$ cat config.mk
export PLATFORM = sky130hd
export DESIGN_NAME = ps2_keyboard_device_responder
export DESIGN_NICKNAME = d
export VERILOG_FILES = /design/src/rtl/ps2kbd_pkg.sv /design/src/rtl/ps2kbd_device_responder.sv /design/src/rtl/ps2kbd_front.sv /design/src/rtl/ps2kbd_jobq.sv /design/src/rtl/ps2kbd_back.sv
export SDC_FILE = /design/constraint.sdc
export NUM_CORES = 1
export LEC_CHECK = 0
export BUFFER_PORTS_ARGS = -buffer_cell sky130_fd_sc_hd__clkbuf_2
export CAP_MARGIN = 0
export CORE_MARGIN = 2
export CORE_UTILIZATION = 50
export CTS_BUF_LIST = sky130_fd_sc_hd__clkbuf_16
export DETAILED_ROUTE_END_ITERATION = 10
export MAX_ROUTING_LAYER = met4
export PLACE_DENSITY = 0.79
export SLEW_MARGIN = 20
export SYNTH_ARGS = -nofsm -noshare
export SYNTH_HDL_FRONTEND = slang
export SYNTH_SLANG_ARGS = --single-unit
$ cat constraint.sdc
create_clock -name clk -period 6.97 [get_ports clk]
set_input_delay 1.394 -clock clk [delete_from_list [all_inputs] [get_ports clk]]
set_output_delay 1.394 -clock clk [all_outputs]
set_load 0.02 [all_outputs]
$ cat src/rtl/ps2kbd_pkg.sv
`default_nettype none
// ============================================================================
// ps2kbd_pkg - shared types and codes for the PS/2 keyboard responder
// Request and reply records, the decoded job record and the protocol bytes.
// ============================================================================

package ps2kbd_pkg;

    // Request from the upstream side: a host byte or a key event
    typedef struct packed {
        logic       cmd;
        logic [7:0] host_byte;
        logic [7:0] scan_code;
        logic [7:0] special_code;
        logic       extended;
        logic       release_req;
        logic       use_special;
    } req_t;

    // One reply byte toward the host
    typedef struct packed {
        logic [7:0] tx_byte;
        logic       last;
        logic       led_on;
        logic       kbd_enabled;
    } reply_t;

    // Decoded job: up to three bytes, sent from index 0 upward
    typedef struct packed {
        logic [1:0]      cnt;
        logic [2:0][7:0] bytes;
        logic            led_on;
        logic            kbd_enabled;
    } job_t;

    // Request kinds
    localparam logic CMD_HOST = 1'b0;
    localparam logic CMD_KEY  = 1'b1;

    // Awaited argument codes
    localparam logic [1:0] ARG_NONE    = 2'd0;
    localparam logic [1:0] ARG_LEDS    = 2'd1;
    localparam logic [1:0] ARG_SCANSET = 2'd2;
    localparam logic [1:0] ARG_RATE    = 2'd3;

    // Host command codes
    localparam logic [7:0] HC_SET_LEDS  = 8'hED;
    localparam logic [7:0] HC_ECHO      = 8'hEE;
    localparam logic [7:0] HC_SCANSET   = 8'hF0;
    localparam logic [7:0] HC_IDENTIFY  = 8'hF2;
    localparam logic [7:0] HC_RATE      = 8'hF3;
    localparam logic [7:0] HC_ENABLE    = 8'hF4;
    localparam logic [7:0] HC_DISABLE   = 8'hF5;
    localparam logic [7:0] HC_DEFAULTS  = 8'hF6;
    localparam logic [7:0] HC_ALL_TYPM  = 8'hF7;
    localparam logic [7:0] HC_ALL_MB    = 8'hF8;
    localparam logic [7:0] HC_ALL_MAKE  = 8'hF9;
    localparam logic [7:0] HC_ALL_TMB   = 8'hFA;
    localparam logic [7:0] HC_RESEND    = 8'hFE;
    localparam logic [7:0] HC_RESET     = 8'hFF;

    // Device reply bytes
    localparam logic [7:0] BYTE_ACK    = 8'hFA;
    localparam logic [7:0] BYTE_BAT_OK = 8'hAA;
    localparam logic [7:0] BYTE_ECHO   = 8'hEE;
    localparam logic [7:0] BYTE_EXT    = 8'hE0;
    localparam logic [7:0] BYTE_BREAK  = 8'hF0;
    localparam logic [7:0] BYTE_ID_HI  = 8'hAB;
    localparam logic [7:0] BYTE_ID_LO  = 8'h83;
    localparam logic [7:0] BYTE_NONE   = 8'h00;

endpackage

`default_nettype wire

$ cat src/rtl/ps2kbd_device_responder.sv
`default_nettype none
// ============================================================================
// ps2_keyboard_device_responder - PS/2 keyboard device, byte level
// Answer host command bytes and report key events as scan-code bytes.
// ============================================================================
//
// Usage:
//   Request side works like a queue write port: drive req and raise push;
//   a request is taken at a clock edge with push high and full low. Each
//   request is a host byte (cmd = 0) or a key event (cmd = 1).
//   Reply side works like a queue read port: while empty is low, reply holds
//   the oldest reply byte; raise pop to take it. The final byte of each
//   request's run carries last = 1. Requests with no reply give no bytes.
//   A request's job passes the job queue and the sender's job register
//   before its first reply byte reaches the output register. Throughput:
//   one request per cycle on entry while full is low; the sender emits
//   one byte per cycle unless stalled, one to three bytes per reply.
//   A stalled reply side holds the output register; requests keep flowing
//   into the job queue (QUEUE_DEPTH jobs) until it fills and full rises.
//   Reset: reporting enabled, LED off, no argument awaited, queue and
//   output emptied. No power-on self-test byte is sent.
//
module ps2_keyboard_device_responder #(
    parameter int QUEUE_DEPTH = 4
) (
    input  wire logic                clk,
    input  wire logic                rst_n,
    input  wire logic                push,
    output logic                     full,
    input  wire ps2kbd_pkg::req_t    req,
    output logic                     empty,
    input  wire logic                pop,
    output ps2kbd_pkg::reply_t       reply
);
    import ps2kbd_pkg::*;

    logic accept;
    logic job_valid;
    job_t front_job;
    job_t q_job;
    logic q_full, q_empty, q_pop;

    // accept a request only when the job queue has room
    assign full   = q_full;
    assign accept = push && !q_full;

    // decode requests and track enable, LED and awaited argument
    ps2kbd_front u_front (
        .clk       (clk),
        .rst_n     (rst_n),
        .accept    (accept),
        .req       (req),
        .job_valid (job_valid),
        .job       (front_job)
    );

    // hold decoded jobs so decode and send can stall apart
    ps2kbd_jobq #(
        .DEPTH (QUEUE_DEPTH)
    ) u_jobq (
        .clk     (clk),
        .rst_n   (rst_n),
        .wr_en   (job_valid),
        .wr_job  (front_job),
        .q_full  (q_full),
        .rd_en   (q_pop),
        .rd_job  (q_job),
        .q_empty (q_empty)
    );

    // advance through each job's bytes into the reply register
    ps2kbd_back u_back (
        .clk     (clk),
        .rst_n   (rst_n),
        .q_job   (q_job),
        .q_empty (q_empty),
        .q_pop   (q_pop),
        .empty   (empty),
        .pop     (pop),
        .reply   (reply)
    );

endmodule

`default_nettype wire

$ cat src/rtl/ps2kbd_front.sv
`default_nettype none
// ============================================================================
// ps2kbd_front - request decoder
// Decode each request into a reply job and update enable, LED and argument.
// ============================================================================

module ps2kbd_front (
    input  wire logic              clk,
    input  wire logic              rst_n,
    input  wire logic              accept,
    input  wire ps2kbd_pkg::req_t  req,
    output logic                   job_valid,
    output ps2kbd_pkg::job_t       job
);
    import ps2kbd_pkg::*;

    logic       enabled_reg, enabled_next;
    logic       led_reg, led_next;
    logic [1:0] arg_reg, arg_next;
    logic [7:0] key_byte;

    assign key_byte = req.use_special ? req.special_code : req.scan_code;

    always_comb
    begin
        enabled_next = enabled_reg;
        led_next     = led_reg;
        arg_next     = arg_reg;
        job.cnt      = 2'd0;
        job.bytes    = {BYTE_NONE, BYTE_NONE, BYTE_NONE};

        if (req.cmd == CMD_HOST)
        begin
            if (arg_reg != ARG_NONE)
            begin
                // take the byte as argument, whatever its value
                if (arg_reg == ARG_LEDS)
                begin
                    led_next = (req.host_byte != 8'd0);
                end
                arg_next     = ARG_NONE;
                job.cnt      = 2'd1;
                job.bytes[0] = BYTE_ACK;
            end
            else
            begin
                case (req.host_byte)
                    HC_DISABLE:
                    begin
                        enabled_next = 1'b0;
                        job.cnt      = 2'd1;
                        job.bytes[0] = BYTE_ACK;
                    end
                    HC_ENABLE:
                    begin
                        enabled_next = 1'b1;
                        job.cnt      = 2'd1;
                        job.bytes[0] = BYTE_ACK;
                    end
                    HC_IDENTIFY:
                    begin
                        job.cnt      = 2'd3;
                        job.bytes[0] = BYTE_ACK;
                        job.bytes[1] = BYTE_ID_HI;
                        job.bytes[2] = BYTE_ID_LO;
                    end
                    HC_ECHO:
                    begin
                        job.cnt      = 2'd1;
                        job.bytes[0] = BYTE_ECHO;
                    end
                    HC_RESET:
                    begin
                        enabled_next = 1'b1;
                        led_next     = 1'b0;
                        arg_next     = ARG_NONE;
                        job.cnt      = 2'd2;
                        job.bytes[0] = BYTE_ACK;
                        job.bytes[1] = BYTE_BAT_OK;
                    end
                    HC_SET_LEDS:
                    begin
                        arg_next     = ARG_LEDS;
                        job.cnt      = 2'd1;
                        job.bytes[0] = BYTE_ACK;
                    end
                    HC_SCANSET:
                    begin
                        arg_next     = ARG_SCANSET;
                        job.cnt      = 2'd1;
                        job.bytes[0] = BYTE_ACK;
                    end
                    HC_RATE:
                    begin
                        arg_next     = ARG_RATE;
                        job.cnt      = 2'd1;
                        job.bytes[0] = BYTE_ACK;
                    end
                    HC_DEFAULTS, HC_ALL_TYPM, HC_ALL_MB, HC_ALL_MAKE,
                    HC_ALL_TMB, HC_RESEND:
                    begin
                        job.cnt      = 2'd1;
                        job.bytes[0] = BYTE_ACK;
                    end
                    default:
                    begin
                        job.cnt = 2'd0;
                    end
                endcase
            end
        end
        else if (enabled_reg && !(req.use_special && req.special_code == 8'd0))
        begin
            case ({req.extended, req.release_req})
                2'b00:
                begin
                    job.cnt      = 2'd1;
                    job.bytes[0] = key_byte;
                end
                2'b10:
                begin
                    job.cnt      = 2'd2;
                    job.bytes[0] = BYTE_EXT;
                    job.bytes[1] = key_byte;
                end
                2'b01:
                begin
                    job.cnt      = 2'd2;
                    job.bytes[0] = BYTE_BREAK;
                    job.bytes[1] = key_byte;
                end
                default:
                begin
                    job.cnt      = 2'd3;
                    job.bytes[0] = BYTE_EXT;
                    job.bytes[1] = BYTE_BREAK;
                    job.bytes[2] = key_byte;
                end
            endcase
        end

        job.led_on      = led_next;
        job.kbd_enabled = enabled_next;
    end

    // drop requests that give no reply
    assign job_valid = accept && (job.cnt != 2'd0);

    always_ff @(posedge clk or negedge rst_n)
    begin
        if (!rst_n)
        begin
            enabled_reg <= 1'b1;
            led_reg     <= 1'b0;
            arg_reg     <= ARG_NONE;
        end
        else if (accept)
        begin
            enabled_reg <= enabled_next;
            led_reg     <= led_next;
            arg_reg     <= arg_next;
        end
    end

endmodule

`default_nettype wire

$ cat src/rtl/ps2kbd_jobq.sv
`default_nettype none
// ============================================================================
// ps2kbd_jobq - job queue
// Small register queue between the decoder and the byte sender.
// ============================================================================

module ps2kbd_jobq #(
    parameter int DEPTH = 4
) (
    input  wire logic              clk,
    input  wire logic              rst_n,
    input  wire logic              wr_en,
    input  wire ps2kbd_pkg::job_t  wr_job,
    output logic                   q_full,
    input  wire logic              rd_en,
    output ps2kbd_pkg::job_t       rd_job,
    output logic                   q_empty
);
    import ps2kbd_pkg::*;

    localparam int PW = (DEPTH > 1) ? $clog2(DEPTH) : 1;
    localparam int CW = $clog2(DEPTH + 1);
    localparam logic [PW-1:0] LAST_SLOT = PW'(DEPTH - 1);

    job_t          slot_reg [DEPTH];
    logic [PW-1:0] wr_ptr_reg, rd_ptr_reg;
    logic [CW-1:0] count_reg;
    logic          do_wr, do_rd;

    assign q_full  = (count_reg == CW'(DEPTH));
    assign q_empty = (count_reg == '0);
    assign do_wr   = wr_en && !q_full;
    assign do_rd   = rd_en && !q_empty;
    assign rd_job  = slot_reg[rd_ptr_reg];

    always_ff @(posedge clk)
    begin
        if (do_wr)
        begin
            slot_reg[wr_ptr_reg] <= wr_job;
        end
    end

    always_ff @(posedge clk or negedge rst_n)
    begin
        if (!rst_n)
        begin
            wr_ptr_reg <= '0;
            rd_ptr_reg <= '0;
            count_reg  <= '0;
        end
        else
        begin
            if (do_wr)
            begin
                wr_ptr_reg <= (wr_ptr_reg == LAST_SLOT) ? '0 : wr_ptr_reg + 1'b1;
            end
            if (do_rd)
            begin
                rd_ptr_reg <= (rd_ptr_reg == LAST_SLOT) ? '0 : rd_ptr_reg + 1'b1;
            end
            if (do_wr && !do_rd)
            begin
                count_reg <= count_reg + 1'b1;
            end
            else if (do_rd && !do_wr)
            begin
                count_reg <= count_reg - 1'b1;
            end
        end
    end

endmodule

`default_nettype wire

$ cat src/rtl/ps2kbd_back.sv
`default_nettype none
// ============================================================================
// ps2kbd_back - byte sender
// Unroll jobs into bytes in an output register, one per cycle unless stalled.
// ============================================================================

module ps2kbd_back (
    input  wire logic              clk,
    input  wire logic              rst_n,
    input  wire ps2kbd_pkg::job_t  q_job,
    input  wire logic              q_empty,
    output logic                   q_pop,
    output logic                   empty,
    input  wire logic              pop,
    output ps2kbd_pkg::reply_t     reply
);
    import ps2kbd_pkg::*;

    job_t       job_reg;
    logic       busy_reg, busy_next;
    logic [1:0] idx_reg, idx_next;
    logic       out_valid_reg, out_valid_next;
    reply_t     out_reg, out_next;
    logic       out_free, emit, emit_last;
    logic [7:0] cur_byte;

    always_comb
    begin
        case (idx_reg)
            2'd0:    cur_byte = job_reg.bytes[0];
            2'd1:    cur_byte = job_reg.bytes[1];
            default: cur_byte = job_reg.bytes[2];
        endcase
    end

    assign out_free  = !out_valid_reg || pop;
    assign emit      = busy_reg && out_free;
    assign emit_last = emit && (idx_reg == job_reg.cnt - 2'd1);
    assign q_pop     = (!busy_reg || emit_last) && !q_empty;

    always_comb
    begin
        busy_next      = busy_reg;
        idx_next       = idx_reg;
        out_valid_next = out_valid_reg && !pop;
        out_next       = out_reg;

        if (emit)
        begin
            out_valid_next      = 1'b1;
            out_next.tx_byte    = cur_byte;
            out_next.last       = emit_last;
            out_next.led_on     = job_reg.led_on;
            out_next.kbd_enabled = job_reg.kbd_enabled;
            idx_next            = idx_reg + 2'd1;
            if (emit_last)
            begin
                busy_next = 1'b0;
            end
        end

        if (q_pop)
        begin
            busy_next = 1'b1;
            idx_next  = 2'd0;
        end
    end

    always_ff @(posedge clk)
    begin
        out_reg <= out_next;
        if (q_pop)
        begin
            job_reg <= q_job;
        end
    end

    always_ff @(posedge clk or negedge rst_n)
    begin
        if (!rst_n)
        begin
            busy_reg      <= 1'b0;
            idx_reg       <= 2'd0;
            out_valid_reg <= 1'b0;
        end
        else
        begin
            busy_reg      <= busy_next;
            idx_reg       <= idx_next;
            out_valid_reg <= out_valid_next;
        end
    end

    assign empty = !out_valid_reg;
    assign reply = out_reg;

endmodule

`default_nettype wire

==> results.py <==
metrics = {
    "outcome": {
        "outcome": "finished, final reports clean",
    },
    "synth": {
        "yosysWarnings": 0,
        "synthAdderAreaFrac_pct": 2.42,
        "synthXorXnorAreaFrac_pct": 0.759,
        "synth_fp_nets": 460,
        "muxShareOfSynthArea_pct": 11.5,
        "synth_edf_count": 151,
        "synth_cells": 416,
        "yosysSeqAreaShare_pct": 71.0,
        "synth_compound_area_share_pct": 4.88,
        "ys_top_cells_by_count": "edfxtp_1, nand2_1, mux4_2",
        "synth_top_area_cell": "edfxtp_1",
        "ys_types": 45,
        "synthTopCellsByArea": "edfxtp_1, mux4_2, dfrtp_1",
        "synth_top_family_by_area": "multiplexers",
        "syn_area_mm2": 0.00692,
        "ys_seq_elements": 166,
        "synth_top_area_share_pct": 65.5,
        "avgSynthCellArea_um2": 16.6,
        "async_flop_share_pct": 9.04,
        "synth_ff_type": "edfxtp_1",
        "synthMostInstantiatedCell": "edfxtp_1",
        "synth-simple-area-share_pct": 7.14,
    },
    "routing": {
        "firstDrtPassIters": 5,
        "wl_per_cell_um": 19.5,
        "dr_wl_met3_um": 698,
        "via_per_inst": 5.60,
        "final_antenna_net_count": 0,
        "wl_met2_um": 6280,
        "wl_um": 12700,
        "top_layer_used": "met4",
        "drc_errors": 0,
        "wl_met1_um": 5620,
        "vias": 3666,
        "dr.first_iter.drc_count": 323,
    },
    "floorplanning": {
        "fp.dieW_um": 122,
        "core_mm2": 0.0134,
        "rows": 42,
        "dieArea_mm2": 0.0148,
        "ios": 45,
        "fp.dieH_um": 122,
        "initial_core_util_pct": 51.6,
    },
    "critical_path": {
        "cp_data_required_time_ns": 7.07,
        "crit_fanout": 15,
        "end_kind": "flip-flop",
        "arrival_ns": 3.73,
        "crit_type": "input port to flip-flop",
        "start_kind": "input port",
    },
    "timing": {
        "fmax_ghz": 0.276,
        "rsz0062_at_grt": "false",
        "holdWs_ns": 0.431,
        "finalHoldViolCount": 0,
        "fin_worst_skew_ns": 0.00836,
        "setup_tns_ns": 0,
        "fin_crit_sh_pct": 52.1,
        "relSlewSlack_pct": 35.2,
        "worstMarginPinSlew_ns": 0.972,
        "drv_slew": 0,
        "final.min_clock_period_ns": 3.63,
        "finalSetupViolCount": 0,
    },
    "global_routing": {
        "antenna_found_initial": 0,
        "grt_max_degree": 33,
        "grt-ovfl-total": 0,
        "grt_pass1_vias": 3684,
        "grt_usage_pct": 19.3,
        "grt_pass1_wl_um": 20300,
    },
    "power_and_ir_drop": {
        "cellLeakagePower_nw": 2.91,
        "p_per_area_mw_per_mm2": 380,
        "max-vdd-ir-drop_v": 0.000222,
    },
    "cts": {
        "cts_made_buffers": 17,
        "clk_pin_slew_ns": 0.06,
        "post-cts-setup-buffers": 0,
        "clkLatencyLatePin_ns": 0.41,
        "cts_hold_buf": 0,
        "cts_max_level": 4,
        "cts_resized": 0,
        "cts.sinks": 166,
        "cts_tree": "done",
        "root_buffer": "clkbuf_16",
        "clock_path_buffers": 2,
    },
    "final_layout": {
        "finalNetCount": 511,
        "drive_gt1_share_pct": 25.3,
        "area_growth_pct": 13.9,
        "antenna_cells": 0,
        "largest_reg_flops": 112,
    },
    "place": {
        "dp.final_hpwl_um": 8460,
        "gp_congestion": 0.898,
        "io_buffer_count": 44,
    },
    "run": {
        "cap_viol_max_count": 0,
    },
    "min_path": {
        "hold_class": "flip-flop to flip-flop",
    },
}
==> final cells by class <==
class | count | area (µm²)
Fill cell | 967 | 5520
Inverter | 21 | 78.8
Clock buffer | 17 | 425
Clock inverter | 14 | 139
Tap cell | 176 | 220
Timing Repair Buffer | 49 | 258
Multi-Input combinational cell | 212 | 1850
Sequential cell | 166 | 4910
==> stage by stage <==
stage / area [µm²] / setup slack (ns) / total power, mW / instances / util [%]
3_5_place_dp: 7320 / 2.91 / 2.13 / 624 / 54.6
5_1_grt: 7880 / 3.16 / 3.13 / 655 / 58.8
3_3_place_gp: 7320 / 3.03 / 2.09 / 624 / 54.6
6_report: 7880 / 3.34 / 2.99 / 655 / 58.8
4_1_cts: 7880 / 3.36 / 3.02 / 655 / 58.8
2_1_floorplan: 6920 / 3.31 / 1.93 / 416 / -
==> logic make-up after synthesis <==
group	count (synthesis)
flops	166
simple gates	102
compound gates	48
mux	43
buf+inv	38
fa+ha+maj	13
xor+xnor	6
==> cells in the final DEF, fill, tap and decap left out, types with 3 or more instances in the layout <==
master,count
a21oi_1,6
a22oi_1,9
and2_1,5
and3_1,3
buf_4,5
clkbuf_16,17
clkbuf_2,44
clkinv_4,3
dfrtp_1,13
edfxtp_1,151
ha_1,11
inv_1,23
mux2_2,9
mux2i_1,4
mux4_2,28
nand2_1,37
nand2b_1,7
nand3_1,7
nor2_1,24
nor2b_1,3
nor3_1,6
nor4_1,4
o21ai_0,16
o21ai_1,4
xnor2_1,4
==> layer usage <==
| metal | up-vias | track usage [%] |
|---|---|---|
| met2 | 130 | 29.8 |
| met4 | 0 | 6.97 |
| li1 | 1698 | - |
| met5 | - | - |
| met3 | 11 | 4.49 |
| met1 | 1827 | 25.4 |
==> critical path: stages <==
cell      delay (ns)
clkbuf_2        0.18
and4b_1         0.24
nor2_1          0.42
nand2_1         0.21
a31oi_4         0.31
and2_1          0.60
buf_4           0.37
==> worst paths after layout <==
path                                         start                endpoint  slack [ns]  cells past startpoint
min in group asynchronous                    rst_n     u_jobq.count_reg[1]        0.90                      1
worst max-delay path                        req[0]  u_jobq.slot_reg[2][18]        3.34                      7
worst min register to register   u_back.job_reg[0]         u_back.reply[0]        0.43                      0
worst min-delay path             u_back.job_reg[0]         u_back.reply[0]        0.43                      0
worst max register to register  u_front.arg_reg[0]  u_jobq.slot_reg[2][18]        4.09                      6
max in group asynchronous                    rst_n     u_front.enabled_reg        5.74                      1
==> report_power, final <==
| part | internal [mW] | leakage [nW] | switching (mW) |
|---|---|---|---|
| combinational | 0.294 | 1.02 | 0.372 |
| clock | 0.523 | 0.281 | 0.365 |
| sequential | 1.33 | 1.61 | 0.111 |
| total | 2.14 | 2.91 | 0.848 |
Note: power is estimated with default switching activity, not from simulation.
